**src/tvnh_pkg.sv**
```systemverilog
// Shared constants and arithmetic helpers for the terrain height core.
package tvnh_pkg;

    localparam logic [31:0] OCT4_OFS_X = 32'd45365;
    localparam logic [31:0] OCT4_OFS_Y = 32'd91923;
    localparam logic [31:0] OCT2_OFS_X = 32'd10294;
    localparam logic [31:0] OCT2_OFS_Y = 32'd37821;

    localparam logic [31:0] HASH_MUL   = 32'd15731;
    localparam logic [31:0] HASH_ADD   = 32'd789221;
    localparam logic [31:0] HASH_FINAL = 32'd1376312589;

    localparam logic [9:0]  HEIGHT_BIAS = 10'd35;
    localparam logic [12:0] RECIP_TENTH = 13'd6554;
    localparam logic [5:0]  HEIGHT_MIN  = 6'd10;
    localparam logic [5:0]  HEIGHT_MAX  = 6'd60;

    localparam logic [16:0] WEIGHT_ONE = 17'd65536;

    typedef logic [8:0][7:0] window_t;

    // Weight of the far corner for each eighth-turn phase of the cosine.
    function automatic logic [16:0] tvnh_weight_b(input logic [1:0] t);
        logic [16:0] w;
        unique case (t)
            2'd0: w = 17'd0;
            2'd1: w = 17'd9598;
            2'd2: w = 17'd32768;
            2'd3: w = 17'd55938;
            default: w = 17'd0;
        endcase
        return w;
    endfunction

    // Cosine blend of two non-negative lattice values.
    function automatic logic [7:0] tvnh_blend(input logic [7:0] a, input logic [7:0] b,
                                              input logic [1:0] t);
        logic [16:0] wb;
        logic [16:0] wa;
        logic [24:0] pb;
        logic [24:0] pa;
        logic [8:0]  s;
        wb = tvnh_weight_b(t);
        wa = WEIGHT_ONE - wb;
        pb = wb * {17'd0, b};
        pa = wa * {17'd0, a};
        s  = {1'b0, pb[23:16]} + {1'b0, pa[23:16]};
        return s[7:0];
    endfunction

    // Center/4 + sides/8 + corners/16 over a 3x3 window, row-major.
    function automatic logic [7:0] tvnh_smooth(input window_t w);
        logic [9:0] corners;
        logic [9:0] sides;
        logic [7:0] s;
        corners = {2'd0, w[0]} + {2'd0, w[2]} + {2'd0, w[6]} + {2'd0, w[8]};
        sides   = {2'd0, w[1]} + {2'd0, w[3]} + {2'd0, w[5]} + {2'd0, w[7]};
        s = {2'd0, w[4][7:2]} + {1'b0, sides[9:3]} + {2'd0, corners[9:4]};
        return s;
    endfunction

    // Lattice cell: coordinate over 2^k, truncated toward zero.
    function automatic logic [31:0] tvnh_cell(input logic [31:0] v, input logic [1:0] k);
        logic [31:0] sh;
        logic [31:0] mask;
        logic        adj;
        sh   = $signed(v) >>> k;
        mask = ~(32'hffff_ffff << k);
        adj  = v[31] && ((v & mask) != 32'd0);
        return sh + {31'd0, adj};
    endfunction

endpackage

```
**src/tvnh_hash.sv**
```systemverilog
// Pipelined integer lattice hash for one lattice point.
module tvnh_hash
    import tvnh_pkg::*;
#(
    parameter int OFS = 0
)
(
    input  logic        clk,
    input  logic [3:0]  en,
    input  logic [31:0] base,
    output logic [7:0]  lat
);

    logic [31:0] n3_reg;
    logic [31:0] n4_reg;
    logic [31:0] sq_reg;
    logic [31:0] n5_reg;
    logic [31:0] inner_reg;
    logic [7:0]  lat_reg;

    logic [31:0] m;
    logic [31:0] sq_next;
    logic [31:0] inner_next;
    logic [31:0] h;

    assign m          = base + 32'(OFS);
    assign sq_next    = n3_reg * n3_reg;
    assign inner_next = sq_reg * HASH_MUL + HASH_ADD;
    assign h          = n5_reg * inner_reg + HASH_FINAL;

    always_ff @(posedge clk)
    begin
        if (en[0])
        begin
            n3_reg <= (m << 13) ^ m;
        end
        if (en[1])
        begin
            sq_reg <= sq_next;
            n4_reg <= n3_reg;
        end
        if (en[2])
        begin
            inner_reg <= inner_next;
            n5_reg    <= n4_reg;
        end
        if (en[3])
        begin
            lat_reg <= h[26:19];
        end
    end

    assign lat = lat_reg;

endmodule

```
**config.mk**
```make
export PLATFORM = sky130hd
export DESIGN_NAME = tvnh_hash
export DESIGN_NICKNAME = d
export VERILOG_FILES = /design/src/tvnh_pkg.sv /design/src/tvnh_hash.sv
export SDC_FILE = /design/constraint.sdc
export NUM_CORES = 2
export LEC_CHECK = 0
export BUFFER_PORTS_ARGS = -buffer_cell sky130_fd_sc_hd__buf_2
export CAP_MARGIN = 15
export CORE_ASPECT_RATIO = 0.6
export CORE_MARGIN = 4
export CORE_UTILIZATION = 40
export DETAILED_ROUTE_END_ITERATION = 12
export PLACE_DENSITY = 0.57
export SYNTH_ARGS = -nofsm -noshare
export SYNTH_HDL_FRONTEND = slang
export SYNTH_SLANG_ARGS = --single-unit
export TNS_END_PERCENT = 30
```
**constraint.sdc**
```tcl
create_clock -name clk -period 20.6 [get_ports clk]
set_input_delay 0 -clock clk [delete_from_list [all_inputs] [get_ports clk]]
set_output_delay 0 -clock clk [all_outputs]
set_load 0.03 [all_outputs]
```
==> impl_metrics.json <==
{
  "synth_area_mm2": 0.0302,
  "grt_pass1_vias": 21400,
  "rows": 77,
  "die_w_um": 363,
  "outcome": "complete, no violations",
  "postSynth.asyncResetShare": 0,
  "maxCapViolCount": 0,
  "dpl_cell_area_mm2": 0.0315,
  "postCtsHoldBufs": 29,
  "synth_cells": 2939,
  "drive_gt1_frac": 0.0341,
  "antenna_left": 0,
  "io_buffer_count": 39,
  "tns_ns": 0,
  "clk_latency_ns": 0.46,
  "ys_seq_elements": 140,
  "synth_fa_ha_area_frac": 0.563,
  "skew_ns": 0.0155,
  "cts_setup_buffers": 0,
  "relSlewSlack": 0.246,
  "worst_pin_slew_ns": 1.13,
  "grt_overflow": 0,
  "ios": 45,
  "synth_top_area_share": 0.422,
  "die_h_um": 221,
  "vias": 18900,
  "drc_errors": 0,
  "muxShareOfSynthArea": 0.000993,
  "finalCriticalPeriod_ns": 7.61,
  "antenna_found_initial": 1,
  "fmax_mhz": 131,
  "synth_top_cell_by_area": "fa_1",
  "whs_ns": 0.203,
  "end_kind": "flip-flop",
  "cts_made_buffers": 17,
  "area.sequential_mm2": 0.00420,
  "root_buffer": "clkbuf_16",
  "syn_avg_cell_area_um2": 10.3,
  "synthSimpleGateAreaFrac": 0.108,
  "crit_type": "reg2reg",
  "dieArea_mm2": 0.0802,
  "multi_input_area_mm2": 0.0228,
  "firstDrtPassIters": 5,
  "final_hold_viol_count": 0,
  "detail_route.wl_per_cell_um": 17.3,
  "grt_setup_unrepaired": "no",
  "syn_to_final_growth_pct": 7.24,
  "critPathMaxFanout": 24,
  "initial_core_util": 0.407,
  "gp_congestion": 0.880,
  "fin_util": 0.436,
  "fill_cells": 7022,
  "grt_usage": 0.184,
  "cts_sinks": 140,
  "setup_viol": 0,
  "grt_pass1_wl_um": 117000,
  "drt-total-wl_um": 68900,
  "nets": 3991,
  "final_common_cell": "inv_1",
  "synth_edf_count": 140,
  "drt-vias-per-instance": 4.76,
  "synth_compound_area_frac": 0.0303,
  "drv_slew": 0,
  "grt_max_degree": 54,
  "ys_warn_count": 0,
  "arrival_ns": 7.92,
  "cts_resized": 0,
  "period_share": 0.369,
  "synthXorXnorAreaFrac": 0.0487,
  "drtIter0Drc": 1079,
  "place.detailed.hpwl_um": 56100,
  "synth_cell_types": 54,
  "htree_levels": 4,
  "num_antenna_cells": 0,
  "yosysSeqAreaShare": 0.139,
  "cts_tree": "yes",
  "synth_top_family_by_area": "adder cells",
  "cp_data_required_time_ns": 20.91,
  "layout_common_cells": "804 x inv_1, 637 x fa_1, 342 x ha_1",
  "postLayoutCellArea_mm2": 0.0324,
  "critPathLaunchType": "flip-flop",
  "coreArea_mm2": 0.0743,
  "ys.flop_type": "edfxtp_1",
  "hold_class": "in2reg",
  "clk_pin_slew_ns": 0.08,
  "yosys-top-cells-area": "fa_1 42%, ha_1 14%, edfxtp_1 14%",
  "clockBufferDepth": 2
}
## Yosys cell counts (all sizes together) (3+ instances only)
cell,number
o21ai,16
edfxtp,140
or2,5
and3,6
inv,804
and2,299
clkbuf,76
a21oi,46
nand4,4
o211ai,4
o21a,5
nor2,35
xor2,53
a31oi,13
ha,342
mux2i,3
nor3,14
nand2,231
nand3,8
nor2b,16
a31o,4
o21bai,4
fa,637
a21o,20
xnor2,115
nand2b,6
a211oi,4
## metal layers
metal	share of wire	track usage	vias to the layer above
met5	0	0	-
met4	0.012	0.0327	0
met3	0.067	0.0434	44
met2	0.42	0.269	427
met1	0.50	0.280	9664
li1	-	-	8767
## kinds of logic (layout without fill, tap and decap cells)
| kind of cell | after synthesis | count (layout) |
|---|---|---|
| muxes | 3 | 3 |
| adders and majority gates | 979 | 979 |
| other | 2 | 10 |
| AOI/OAI and AO/OA | 136 | 136 |
| buffers and inverters | 880 | 921 |
| xor gates and xnor gates | 168 | 168 |
| and+or+nand+nor | 631 | 631 |
| DFF | 140 | 140 |
## worst paths after layout
check | startpoint | endpoint | slack (ns) | depth (start not counted)
max | n3_reg[3]$_DFFE_PP_ | sq_reg[26]$_DFFE_PP_ | 12.99 | 23
min | en[0] | n3_reg[20]$_DFFE_PP_ | 0.20 | 1
max reg2reg | n3_reg[3]$_DFFE_PP_ | sq_reg[26]$_DFFE_PP_ | 12.99 | 23
min reg2reg | n4_reg[21]$_DFFE_PP_ | n5_reg[21]$_DFFE_PP_ | 0.41 | 0
## metrics by stage
step	setup WS, ns	std cells
floorplan	13.86	2947
global placement	13.13	3914
detailed placement	13.05	3914
CTS	13.00	3975
global route	12.41	3975
finish	12.99	3975
## worst max-delay path: stages, from the launching register on
cell,delay [ns]
edfxtp_1,1.10
nand2_1,0.19
fa_1,0.57
inv_1,0.07
fa_1,0.50
inv_1,0.05
fa_1,0.50
inv_1,0.06
fa_1,0.54
ha_1,0.23
ha_1,0.28
inv_1,0.05
fa_1,0.48
inv_1,0.05
fa_1,0.43
ha_1,0.26
nor4_1,0.26
o21ai_0,0.22
a41oi_1,0.36
o21ai_1,0.19
a21oi_1,0.28
a31oi_1,0.20
or4_1,0.49
nand4_1,0.10
## layout make-up
| cell class | instances | share of cell area |
|---|---|---|
| timing repair buffer | 85 | 0.0189 |
| tap | 987 | 0.0381 |
| multi-input combinational | 1927 | 0.702 |
| sequential | 140 | 0.130 |
| clock inverter | 15 | 0.00529 |
| inverter | 804 | 0.0931 |
| clock buffer | 17 | 0.0131 |
Power is left out: the tool's default activity adds up to more than one toggle a clock period on the data nets, which glitch-free logic cannot reach.
